File: src/g2p_pkg.sv
// ----------------------------------------------------------------------------
// g2p_pkg
// Shared widths, calendar constants and month tables for the Gregorian to
// Persian date unit.
// ----------------------------------------------------------------------------
package g2p_pkg;

	localparam int unsigned YEAR_W  = 14;
	localparam int unsigned MONTH_W = 4;
	localparam int unsigned DAY_W   = 5;

	// Day count since 1600-01-01 fits below 2**23 for any 14-bit year
	localparam int unsigned COUNT_W = 23;
	// 33-year cycle count and four-year cycle count
	localparam int unsigned NP_W    = 9;
	localparam int unsigned Q4_W    = 4;

	localparam logic [YEAR_W-1:0] GREG_BASE_YEAR   = 14'd1600;
	localparam logic [YEAR_W-1:0] JALALI_BASE_YEAR = 14'd979;
	// first day of the count lies 79 days after 1600-01-01 (plus one for day 1)
	localparam logic [COUNT_W-1:0] EPOCH_DAYS      = 23'd80;

	localparam logic [13:0] CYCLE33_DAYS   = 14'd12053;
	localparam logic [10:0] CYCLE4_DAYS    = 11'd1461;
	localparam logic [8:0]  YEAR_DAYS      = 9'd365;
	localparam logic [8:0]  LEAP_YEAR_DAYS = 9'd366;
	localparam logic [5:0]  CYCLE33_YEARS  = 6'd33;

	// x / 100 as (x * 5243) >> 19, exact for x below 16384
	localparam logic [12:0] DIV100_MUL     = 13'd5243;
	localparam int unsigned DIV100_SHIFT   = 19;
	localparam logic [6:0]  CENTURY        = 7'd100;

	// reciprocal estimates, floor(2**k / divisor): quotient is exact or one low
	localparam int unsigned CYCLE33_SHIFT  = 37;
	localparam logic [23:0] CYCLE33_RECIP  =
		24'((64'd1 << CYCLE33_SHIFT) / 64'd12053);
	localparam int unsigned CYCLE4_SHIFT   = 28;
	localparam logic [17:0] CYCLE4_RECIP   =
		18'((64'd1 << CYCLE4_SHIFT) / 64'd1461);

	// days before the first of each Gregorian month, common year
	function automatic logic [8:0] greg_cum(input logic [3:0] mi);
		logic [8:0] res;
		unique case (mi)
			4'd0:    res = 9'd0;
			4'd1:    res = 9'd31;
			4'd2:    res = 9'd59;
			4'd3:    res = 9'd90;
			4'd4:    res = 9'd120;
			4'd5:    res = 9'd151;
			4'd6:    res = 9'd181;
			4'd7:    res = 9'd212;
			4'd8:    res = 9'd243;
			4'd9:    res = 9'd273;
			4'd10:   res = 9'd304;
			4'd11:   res = 9'd334;
			default: res = 9'd0;
		endcase
		return res;
	endfunction

	// days before the first of each Jalali month
	function automatic logic [8:0] jal_cum(input logic [3:0] mi);
		logic [8:0] res;
		unique case (mi)
			4'd0:    res = 9'd0;
			4'd1:    res = 9'd31;
			4'd2:    res = 9'd62;
			4'd3:    res = 9'd93;
			4'd4:    res = 9'd124;
			4'd5:    res = 9'd155;
			4'd6:    res = 9'd186;
			4'd7:    res = 9'd216;
			4'd8:    res = 9'd246;
			4'd9:    res = 9'd276;
			4'd10:   res = 9'd306;
			4'd11:   res = 9'd336;
			default: res = 9'd0;
		endcase
		return res;
	endfunction

endpackage

File: src/gregorian_to_persian_date_unit.sv
// ----------------------------------------------------------------------------
// gregorian_to_persian_date_unit
// Converts one Gregorian date a cycle when nothing stalls into the matching Persian (Jalali) date.
// ----------------------------------------------------------------------------
// Usage:
//   Input channel (in_valid / in_stall) carries greg_year, greg_month and
//   greg_day; a transfer happens on a rising edge with in_valid high and
//   in_stall low. Output channel (out_valid / out_stall) carries
//   persian_year, persian_month, persian_day and before_epoch in the same way.
//   Every input transfer yields exactly one output transfer, in order.
//   Throughput is one date per cycle when nothing stalls; the ten-stage
//   pipeline (day count, 33-year split, four-year split, year and month
//   split) ends in the result register that drives the outputs.
//   Dates before 1600-03-20 give before_epoch high and zero date fields.
//   When out_stall holds the result, the stages behind it keep filling any
//   empty slots; in_stall rises only once every stage holds a date.
//   Reset (arst_n low) empties the pipeline at once; no date is lost or
//   invented across the stall, only in-flight dates are dropped at reset.
// ----------------------------------------------------------------------------
module gregorian_to_persian_date_unit (
	input  logic                          clk,
	input  logic                          arst_n,
	input  logic                          in_valid,
	output logic                          in_stall,
	input  logic [g2p_pkg::YEAR_W-1:0]    greg_year,
	input  logic [g2p_pkg::MONTH_W-1:0]   greg_month,
	input  logic [g2p_pkg::DAY_W-1:0]     greg_day,
	output logic                          out_valid,
	input  logic                          out_stall,
	output logic [g2p_pkg::YEAR_W-1:0]    persian_year,
	output logic [g2p_pkg::MONTH_W-1:0]   persian_month,
	output logic [g2p_pkg::DAY_W-1:0]     persian_day,
	output logic                          before_epoch
);

	localparam int unsigned NSTAGE = 10;

	// ---------------------------------------------------------------- control
	// A stage advances when it is empty or the stage in front advances.
	logic [NSTAGE:1] vld_q;
	logic [NSTAGE:1] adv;

	always_comb begin
		adv[NSTAGE] = !vld_q[NSTAGE] || !out_stall;
		for (int k = NSTAGE - 1; k >= 1; k--) begin
			adv[k] = !vld_q[k] || adv[k+1];
		end
	end

	always_ff @(posedge clk or negedge arst_n) begin
		if (!arst_n) begin
			vld_q <= '0;
		end else begin
			if (adv[1]) begin
				vld_q[1] <= in_valid;
			end
			for (int k = 2; k <= NSTAGE; k++) begin
				if (adv[k]) begin
					vld_q[k] <= vld_q[k-1];
				end
			end
		end
	end

	assign in_stall  = !adv[1];
	assign out_valid = vld_q[NSTAGE];

	// ---------------------------------------------------------- stage 1: input
	logic [g2p_pkg::YEAR_W-1:0]  year_s1;
	logic [g2p_pkg::MONTH_W-1:0] month_s1;
	logic [g2p_pkg::DAY_W-1:0]   day_s1;

	always_ff @(posedge clk) begin
		if (adv[1]) begin
			year_s1  <= greg_year;
			month_s1 <= greg_month;
			day_s1   <= greg_day;
		end
	end

	// ------------------------------------------- stage 2: leap and century terms
	logic [g2p_pkg::YEAR_W-1:0] gy;
	logic [3:0]  mi;
	logic [14:0] gy_p3, gy_p99, gy_p399;
	logic [27:0] c100_prod, c400_prod, q100_prod;
	logic [7:0]  q100;
	logic        div100, leap;
	logic [8:0]  cum;

	always_comb begin
		gy = year_s1 - g2p_pkg::GREG_BASE_YEAR;
		// month zero reads as January, months past twelve as December
		if (month_s1 == 4'd0) begin
			mi = 4'd0;
		end else if (month_s1 > 4'd12) begin
			mi = 4'd11;
		end else begin
			mi = month_s1 - 4'd1;
		end
		gy_p3     = 15'(gy) + 15'd3;
		gy_p99    = 15'(gy) + 15'd99;
		gy_p399   = 15'(gy) + 15'd399;
		c100_prod = 28'(gy_p99) * 28'(g2p_pkg::DIV100_MUL);
		c400_prod = 28'(gy_p399[14:2]) * 28'(g2p_pkg::DIV100_MUL);
		q100_prod = 28'(gy) * 28'(g2p_pkg::DIV100_MUL);
		q100      = 8'(q100_prod >> g2p_pkg::DIV100_SHIFT);
		div100    = (14'(q100) * 14'(g2p_pkg::CENTURY)) == gy;
		leap      = (gy[1:0] == 2'd0) && (!div100 || (q100[1:0] == 2'd0));
		cum       = g2p_pkg::greg_cum(mi) + 9'((leap && (mi > 4'd1)) ? 1 : 0);
	end

	logic [g2p_pkg::YEAR_W-1:0] gy_s2;
	logic [12:0] ceil4_s2;
	logic [7:0]  c100_s2, c400_s2;
	logic [8:0]  cum_s2;
	logic [g2p_pkg::DAY_W-1:0] day_s2;
	logic        early_s2;

	always_ff @(posedge clk) begin
		if (adv[2]) begin
			gy_s2    <= gy;
			ceil4_s2 <= gy_p3[14:2];
			c100_s2  <= 8'(c100_prod >> g2p_pkg::DIV100_SHIFT);
			c400_s2  <= 8'(c400_prod >> g2p_pkg::DIV100_SHIFT);
			cum_s2   <= cum;
			day_s2   <= day_s1;
			early_s2 <= year_s1 < g2p_pkg::GREG_BASE_YEAR;
		end
	end

	// -------------------------------------------------- stage 3: day count
	logic [g2p_pkg::COUNT_W-1:0] days;

	always_comb begin
		days = 23'(gy_s2) * 23'(g2p_pkg::YEAR_DAYS) + 23'(ceil4_s2) - 23'(c100_s2)
			+ 23'(c400_s2) + 23'(cum_s2) + 23'(day_s2);
	end

	logic [g2p_pkg::COUNT_W-1:0] d_s3;
	logic                        early_s3;

	always_ff @(posedge clk) begin
		if (adv[3]) begin
			d_s3     <= days - g2p_pkg::EPOCH_DAYS;
			early_s3 <= early_s2 || (days < g2p_pkg::EPOCH_DAYS);
		end
	end

	// ---------------------------------- stage 4: 33-year cycle estimate
	logic [46:0] np_prod;
	assign np_prod = 47'(d_s3) * 47'(g2p_pkg::CYCLE33_RECIP);

	logic [g2p_pkg::NP_W-1:0]    np_s4;
	logic [g2p_pkg::COUNT_W-1:0] d_s4;
	logic                        early_s4;

	always_ff @(posedge clk) begin
		if (adv[4]) begin
			np_s4    <= g2p_pkg::NP_W'(np_prod >> g2p_pkg::CYCLE33_SHIFT);
			d_s4     <= d_s3;
			early_s4 <= early_s3;
		end
	end

	// ---------------------------------- stage 5: 33-year remainder estimate
	logic [g2p_pkg::COUNT_W-1:0] r0_full;
	assign r0_full = d_s4 - 23'(np_s4) * 23'(g2p_pkg::CYCLE33_DAYS);

	logic [14:0]              r0_s5;
	logic [g2p_pkg::NP_W-1:0] np_s5;
	logic                     early_s5;

	always_ff @(posedge clk) begin
		if (adv[5]) begin
			r0_s5    <= r0_full[14:0];
			np_s5    <= np_s4;
			early_s5 <= early_s4;
		end
	end

	// ---------------------------------- stage 6: correct the estimate
	logic [13:0]              r_s6;
	logic [g2p_pkg::NP_W-1:0] np_s6;
	logic                     early_s6;

	always_ff @(posedge clk) begin
		if (adv[6]) begin
			if (r0_s5 >= 15'(g2p_pkg::CYCLE33_DAYS)) begin
				np_s6 <= np_s5 + g2p_pkg::NP_W'(1);
				r_s6  <= 14'(r0_s5 - 15'(g2p_pkg::CYCLE33_DAYS));
			end else begin
				np_s6 <= np_s5;
				r_s6  <= r0_s5[13:0];
			end
			early_s6 <= early_s5;
		end
	end

	// ---------------------------------- stage 7: four-year cycle estimate
	logic [31:0] q4_prod;
	assign q4_prod = 32'(r_s6) * 32'(g2p_pkg::CYCLE4_RECIP);

	logic [g2p_pkg::Q4_W-1:0] q4_s7;
	logic [13:0]              r_s7;
	logic [g2p_pkg::NP_W-1:0] np_s7;
	logic                     early_s7;

	always_ff @(posedge clk) begin
		if (adv[7]) begin
			q4_s7    <= g2p_pkg::Q4_W'(q4_prod >> g2p_pkg::CYCLE4_SHIFT);
			r_s7     <= r_s6;
			np_s7    <= np_s6;
			early_s7 <= early_s6;
		end
	end

	// ---------------------------------- stage 8: four-year remainder
	logic [11:0] r1;
	assign r1 = 12'(r_s7 - 14'(q4_s7) * 14'(g2p_pkg::CYCLE4_DAYS));

	logic [g2p_pkg::Q4_W-1:0] q4_s8;
	logic [10:0]              r4_s8;
	logic [g2p_pkg::NP_W-1:0] np_s8;
	logic                     early_s8;

	always_ff @(posedge clk) begin
		if (adv[8]) begin
			if (r1 >= 12'(g2p_pkg::CYCLE4_DAYS)) begin
				q4_s8 <= q4_s7 + g2p_pkg::Q4_W'(1);
				r4_s8 <= 11'(r1 - 12'(g2p_pkg::CYCLE4_DAYS));
			end else begin
				q4_s8 <= q4_s7;
				r4_s8 <= r1[10:0];
			end
			np_s8    <= np_s7;
			early_s8 <= early_s7;
		end
	end

	// ---------------------------------- stage 9: year within the cycle
	// The first year of each four-year run is the long one.
	logic [10:0] e;
	logic [1:0]  yq;
	logic [8:0]  dy;
	logic [g2p_pkg::YEAR_W-1:0] jy;

	always_comb begin
		e = r4_s8 - 11'd1;
		if (r4_s8 < 11'(g2p_pkg::LEAP_YEAR_DAYS)) begin
			yq = 2'd0;
			dy = r4_s8[8:0];
		end else begin
			if (e >= 11'(3 * g2p_pkg::YEAR_DAYS)) begin
				yq = 2'd3;
			end else if (e >= 11'(2 * g2p_pkg::YEAR_DAYS)) begin
				yq = 2'd2;
			end else begin
				yq = 2'd1;
			end
			dy = 9'(e - 11'(yq) * 11'(g2p_pkg::YEAR_DAYS));
		end
		jy = g2p_pkg::JALALI_BASE_YEAR
			+ 14'(14'(np_s8) * 14'(g2p_pkg::CYCLE33_YEARS))
			+ 14'({q4_s8, 2'b00}) + 14'(yq);
	end

	logic [g2p_pkg::YEAR_W-1:0] jy_s9;
	logic [8:0]                 dy_s9;
	logic                       early_s9;

	always_ff @(posedge clk) begin
		if (adv[9]) begin
			jy_s9    <= jy;
			dy_s9    <= dy;
			early_s9 <= early_s8;
		end
	end

	// ---------------------------------- stage 10: month walk, result register
	logic [3:0] idx;

	always_comb begin
		idx = 4'd0;
		for (int j = 1; j < 12; j++) begin
			if (dy_s9 >= g2p_pkg::jal_cum(4'(j))) begin
				idx = 4'(j);
			end
		end
	end

	logic [g2p_pkg::YEAR_W-1:0]  year_s10;
	logic [g2p_pkg::MONTH_W-1:0] month_s10;
	logic [g2p_pkg::DAY_W-1:0]   day_s10;
	logic                        early_s10;

	always_ff @(posedge clk) begin
		if (adv[10]) begin
			// drop the computed date for anything before the count starts
			if (early_s9) begin
				year_s10  <= '0;
				month_s10 <= '0;
				day_s10   <= '0;
			end else begin
				year_s10  <= jy_s9;
				month_s10 <= idx + 4'd1;
				day_s10   <= 5'(dy_s9 - g2p_pkg::jal_cum(idx) + 9'd1);
			end
			early_s10 <= early_s9;
		end
	end

	assign persian_year  = year_s10;
	assign persian_month = month_s10;
	assign persian_day   = day_s10;
	assign before_epoch  = early_s10;

endmodule

File: config.mk
export PLATFORM = sky130hd
export DESIGN_NAME = gregorian_to_persian_date_unit
export DESIGN_NICKNAME = d
export VERILOG_FILES = /design/src/g2p_pkg.sv /design/src/gregorian_to_persian_date_unit.sv
export SDC_FILE = /design/constraint.sdc
export NUM_CORES = 2
export LEC_CHECK = 0
export BUFFER_PORTS_ARGS = -buffer_cell sky130_fd_sc_hd__buf_2
export CORE_UTILIZATION = 65
export DETAILED_ROUTE_END_ITERATION = 6
export PLACE_DENSITY_LB_ADDON = 0.12
export SETUP_SLACK_MARGIN = 0.15
export SYNTH_ARGS = -nofsm -noshare
export SYNTH_HDL_FRONTEND = slang
export SYNTH_SLANG_ARGS = --single-unit
export TNS_END_PERCENT = 20
File: constraint.sdc
create_clock -name clk -period 17.35 [get_ports clk]
set_input_delay 0.8675 -clock clk [delete_from_list [all_inputs] [get_ports clk]]
set_output_delay 0.8675 -clock clk [all_outputs]
set_load 0.02 [all_outputs]
# [After elaboration in Yosys (flattened, before gate mapping)]
# Memories as Yosys holds them, arrays and structs flattened.
# Cells that the tools add are included.
[classes] n_addsub=26 mul=11 n_lt_le_gt_ge=20 n_eq_ne=1 n_mux=25 n_reduce_logical=30
[op_table] cell="23-bit by 24-bit multiplier with 46-bit output (second input constant)" count=1
[op_table] cell="9-bit by 8-bit greater-or-equal comparator with 1-bit output (second input constant)" count=4
[op_table] cell="14-bit by 17-bit multiplier with 31-bit output (second input constant)" count=1
[op_table] cell="4-bit 2-to-1 mux" count=7
[op_table] cell="9-bit greater-or-equal comparator (second input constant)" count=3
[op_table] cell="14-bit by 13-bit multiplier with 27-bit output (second input constant)" count=1
[op_table] cell="15-bit by 13-bit multiplier with 27-bit output (second input constant)" count=1
[op_table] cell="13-bit by 13-bit multiplier with 26-bit output (second input constant)" count=1
[op_table] cell="23-bit by 13-bit adder with 23-bit output" count=1
[op_table] cell="23-bit by 5-bit adder with 23-bit output" count=1
[op_table] cell="23-bit by 7-bit adder with 23-bit output" count=1
[op_table] cell="23-bit by 9-bit adder with 23-bit output" count=1
[op_table] cell="23-bit by 7-bit less-than comparator with 1-bit output (second input constant)" count=1
[op_table] cell="14-bit by 9-bit multiplier with 23-bit output (second input constant)" count=1
[op_table] cell="23-bit by 7-bit subtractor with 23-bit output (second input constant)" count=1
[op_table] cell="23-bit by 8-bit subtractor with 23-bit output" count=1
[op_table] cell="9-bit by 7-bit greater-or-equal comparator with 1-bit output (second input constant)" count=2
[op_table] cell="9-bit 2-to-1 mux" count=2
[op_table] cell="14-bit by 2-bit adder with 15-bit output (second input constant)" count=1
[op_table] cell="14-bit by 7-bit adder with 15-bit output (second input constant)" count=1
[op_table] cell="14-bit by 9-bit adder with 15-bit output (second input constant)" count=1
[op_table] cell="15-bit by 14-bit greater-or-equal comparator with 1-bit output (second input constant)" count=1
[op_table] cell="9-bit by 14-bit multiplier with 15-bit output (second input constant)" count=1
[op_table] cell="15-bit subtractor" count=1
[op_table] cell="40 further kinds" count=76
[totals] register_bits=287 mem_bits_ro=288 out_inout_bits=26 elab_cells=161 mem_count=2
[mem_list] name="(name not given)" words=16 width=9 rd=1 rd_ports_with_merged_regs=0 write_ports=0 line="g2p_pkg.sv:66" rtl="unique case (mi)"
[mem_list] name="(name not given)" words=16 width=9 rd=1 rd_ports_with_merged_regs=0 write_ports=0 line="g2p_pkg.sv:45" rtl="unique case (mi)"

# [Logic depth before layout (Yosys ltp)]
# An unclocked memory read counts as a cell.
[depth] word_depth=17 depth_mapped=45 ltp_nobuf=45

# [Least setup slack after synthesis]
# OpenSTA, ideal clock, no wires.
[synth_timing] path_type="reg2reg" start="register year_s1[6] in the netlist's numbering" end="register cum_s2[5], data pin" arrival_time_ps=9770 path_slack_ps=7307 path_stages_with_launch=41 path_cell_list="edfxtp_1 inv_1 ha_1 xnor2_1 inv_1 ha_1 fa_1 fa_1 inv_1 fa_1 fa_1 inv_1 ha_1 a21o_1 a21oi_1 o221ai_1 a31o_1 a211o_1 [... 5 more ...] fa_1 inv_1 ha_1 a21o_1 a21o_1 a21o_1 a21oi_1 xnor2_1 nor4_1 o2111ai_1 a31oi_1 a31oi_1 ha_1 nand3_1 nor2_1 mux2_2 nor2_1 a221oi_1"
[synth_between] elab_chain_len=10 word_cells_on_any_way=11 cone_classes="add/sub: 2; mul: 2; eq/ne: 1; mux: 1; reduce/logical: 5"
[synth_rtl] item="from (decl)" line="gregorian_to_persian_date_unit.sv:69" rtl="logic [g2p_pkg::YEAR_W-1:0] year_s1;"
[synth_rtl] item="from (signal assigned)" line="gregorian_to_persian_date_unit.sv:75" rtl="year_s1 <= greg_year;"
[synth_rtl] item="14-bit by 11-bit subtractor with 14-bit output *" line="gregorian_to_persian_date_unit.sv:91" rtl="gy = year_s1 - g2p_pkg::GREG_BASE_YEAR;"
[synth_rtl] item="via gy, one bit" line="gregorian_to_persian_date_unit.sv:82" rtl="logic [g2p_pkg::YEAR_W-1:0] gy;"
[synth_rtl] item="14-bit by 13-bit multiplier with 27-bit output" line="gregorian_to_persian_date_unit.sv:105" rtl="q100_prod = 28'(gy) * 28'(g2p_pkg::DIV100_MUL);"
[synth_rtl] item="8-bit by 5-bit multiplier with 12-bit output" line="gregorian_to_persian_date_unit.sv:107" rtl="div100 = (14'(q100) * 14'(g2p_pkg::CENTURY)) == gy;"
[synth_rtl] item="14-bit equality test" line="gregorian_to_persian_date_unit.sv:107"
[synth_rtl] item="1-bit logical NOT" line="gregorian_to_persian_date_unit.sv:108" rtl="leap = (gy[1:0] == 2'd0) && (!div100 || (q100[1:0] == 2'd0));"
[synth_rtl] item="1-bit logical OR *" line="gregorian_to_persian_date_unit.sv:108"
[synth_rtl] item="1-bit logical AND *" line="gregorian_to_persian_date_unit.sv:108"
[synth_rtl] item="1-bit logical AND *" line="gregorian_to_persian_date_unit.sv:109" rtl="cum = g2p_pkg::greg_cum(mi) + 9'((leap && (mi > 4'd1)) ? 1 : 0);"
[synth_rtl] item="1-bit 2-to-1 mux *" line="gregorian_to_persian_date_unit.sv:109"
[synth_rtl] item="9-bit by 1-bit adder with 9-bit output *" line="gregorian_to_persian_date_unit.sv:109"
[synth_rtl] item="via cum[5]" line="gregorian_to_persian_date_unit.sv:88" rtl="logic [8:0] cum;"
[synth_rtl] item="to (signal assigned)" line="gregorian_to_persian_date_unit.sv:125" rtl="cum_s2 <= cum;"
[synth_rtl] item="to (decl)" line="gregorian_to_persian_date_unit.sv:115" rtl="logic [8:0] cum_s2;"
# Mark *: on every way through the listed nets, which the timed path passes. The rest lies on a longest branch.
# A chain may end at the register's enable or synchronous reset.

# [Final worst setup path]
# Same ends and word-level chain as after synthesis.

==> flow_summary.yaml <==
status:
  outcome: "finished with violations"
  violations: "design-rule violations"
sta:
  fmax_mhz: 85.4
  final.setup.tns_ns: 0
  finalClockSkew_ns: 0.0232
  slew-limit-headroom_pct: 23.4
  period_minus_slack_ns: 11.71
  hold_violations: 0
  rsz0062_at_grt: "no"
  finalSetupViolCount: 0
  worstMarginPinSlew_ns: 1.15
  fin_crit_sh_pct: 67.5
  slew_viol_final: 0
  whs_ns: 0.195
setup_path:
  rr_endpoint: "cum_s2[5]"
  end_kind: "flip-flop"
  crit_path_end: "cum_s2[5]"
  critPathMaxStageDelay_ns: 0.63
  path_max_fanout: 10
  start_kind: "flip-flop"
  r2r_start: "year_s1[6]"
  reg2reg_slack_ns: 5.64
  critPathRequiredTime_ns: 17.64
  path_class: "flip-flop to flip-flop"
  cp_slowest_cell: "xnor2_1"
  cp_data_arrival_time_ns: 12.00
  r2r_cells: 42
  path_common_cell: "ha_1"
  crit_start: "year_s1[6]"
hold_path:
  hp-class: "primary input to asynchronous set/reset pin"
route:
  ant_nets: 0
  via_count: 27200
  first_pass_iters: 7
  post_drt_via_cell_ratio: 5.41
  drc_errors: 2
  drt_iter0_markers: 1443
  routed_wl_um: 87900
  post_drt_wl_per_cell_um: 17.4
floorplanning:
  die_area_sq_um: 68500
  start_util_pct: 66.2
  ios: 53
  core_sq_um: 66200
  chipWidth_um: 262
  die_height_um: 262
  placementRows: 94
clock_tree:
  cts.htree.levels: 2
  root_buffer: "clkbuf_16"
  cts_resized: 0
  cts_tree: "built"
  numClockSinks: 287
  clock_latency_ns: 0.57
  post_cts_buffers: 0
  cts_made_buffers: 36
  cts_hold_buf: 0
  cts_max_path_buffers: 3
  clk_pin_slew_worst_paths_ns: 0.06
finish:
  areaGrowthSynthToFinish_pct: 5.85
  final_area_sq_um: 46400
  layout-drive-gt1-share_pct: 4.15
  layout_commonest_cell: "inv_1"
  final_nets: 5693
  layout_common_cells: "inv_1 (1043), ha_1 (904), fa_1 (616), edfxtp_1 (277), xnor2_1 (178)"
  fill_cells: 4960
global_route:
  antenna_found_initial: 2
  grtUsageTotal_pct: 27.3
  grt_start_max_net_pins: 59
  grt_pass1_vias: 28800
  gr-total-overflow: 0
  grt_first_pass_wirelength_um: 146000
yosys:
  synth_area_leaders: "fa_1 (28%), ha_1 (26%), edfxtp_1 (19%), inv_1 (8.9%), xnor2_1 (3.6%)"
  yosysWarnings: 0
  synth_largest_area_cell: "fa_1"
  syn_inst: 4075
  async_reset_ff_share_pct: 3.48
  synth-main-ff-cell: "edfxtp_1"
  synth.cell_area_sq_um: 43900
  syn-num-nets: 5622
  post_synth.cell_area_avg_sq_um: 10.8
  synth-edff-count: 277
  yosys_register_bits: 287
  synth_top_area_share_pct: 28.1
  ys_types: 88
  synth_seq_area_share_pct: 19.5
placement:
  port_buffers: 52
  place.detailed.hpwl_um: 76100
  placed_cell_area_sq_um: 45200
  gp_congestion: 0.934
job:
  max_cap_viol_count: 0
synthesized netlist by cell type (5+ instances only):
library cell and count:
xor2_1 62, o31a_1 5, nor3_1 45, a221oi_1 7, a311oi_1 6, nand4_1 11, o2111ai_1 5, and2_1 9
a2111oi_0 6, a31oi_1 17, nor4_1 7, o21a_1 28, clkbuf_1 22, nor2b_1 42, nor2_1 130, nand2b_1 39
or2_2 15, nand2_1 135, mux2i_1 6, nor3b_1 6, edfxtp_1 277, a211oi_1 14, xnor2_1 178, a21oi_1 110
o22ai_1 6, o21bai_1 11, nand3_1 45, o31ai_1 8, inv_1 1043, o21ai_0 86, a21boi_0 8, mux2_2 5
dfrtp_1 10, a21o_1 36, a31o_2 7, and3_1 12, fa_1 616, buf_2 5, ha_1 904, o211ai_1 8
layer usage:
| layer | GRT usage, % | share of wire [%] |
|---|---|---|
| met5 | 0 | 0.015 |
| met4 | 9.45 | 3.7 |
| met3 | 3.37 | 4.1 |
| met2 | 45.8 | 48 |
| met1 | 36.8 | 44 |
state kept, by name, indices dropped and copies added, names as in the netlist, 10 cells and up:
register and count:
d_s3 23, vld_q 10, persian_year 14, year_s1 14, r4_s8 11, gy_s2 14
d_s4 15, jy_s9 14, r_s7 12, r_s6 14, ceil4_s2 13, r0_s5 15
area by class of cell:
class / count / area [sq um] / area share [%]
multi-input cells: 2711 / 31200 / 67.3
inverters: 1044 / 3920 / 8.44
well taps: 864 / 1080 / 2.33
repair buffers: 66 / 365 / 0.787
flip-flops and latches: 287 / 8570 / 18.5
clock inverters: 26 / 342 / 0.736
diodes: 1 / 2.50 / 0.00539
clock buffers: 39 / 912 / 1.96
worst max-delay path: cells and delay by family (launching register included):
family | cells | cell delay, ns
buf+inv | 6 | 0.97
xor+xnor | 2 | 0.72
mux | 1 | 0.28
compound gates | 15 | 3.22
simple gates | 6 | 1.09
flops | 1 | 0.54
fa+ha+maj | 12 | 4.61
worst min-delay path by stage:
stage,cells after the start,endpoint,slack [ns]
3_3_place_gp,0,np_s8[7],0.40
5_1_grt,1,vld_q[9],0.19
2_1_floorplan,0,day_s2[0],0.40
6_report,1,vld_q[9],0.19
3_5_place_dp,0,np_s8[0],0.40
4_1_cts,1,vld_q[9],0.17
logic make-up (layout without fill, tap and decap cells):
group | Yosys count | in the layout | share of synthesized area [%]
buf+inv | 1077 | 1175 | 9.27
simple gates | 522 | 522 | 5.88
compound gates | 417 | 417 | 6.31
xor+xnor | 241 | 241 | 4.83
mux | 11 | 11 | 0.265
fa+ha+maj | 1520 | 1520 | 53.9
flops | 287 | 287 | 19.5
other cells | 0 | 1 | 0
through the flow:
stage / setup WS, ns / cells / util, %
after floorplan: 7.31 / 4075 / -
after global placement: 5.98 / 4972 / 68.2
after detailed placement: 5.69 / 4972 / 68.2
after CTS: 5.66 / 5037 / 70.1
after global routing: 5.12 / 5037 / 70.1
final: 5.64 / 5038 / 70.1
Power is not shown: default switching activity piles up to over one toggle a cycle in this logic, so the estimate is an artifact.
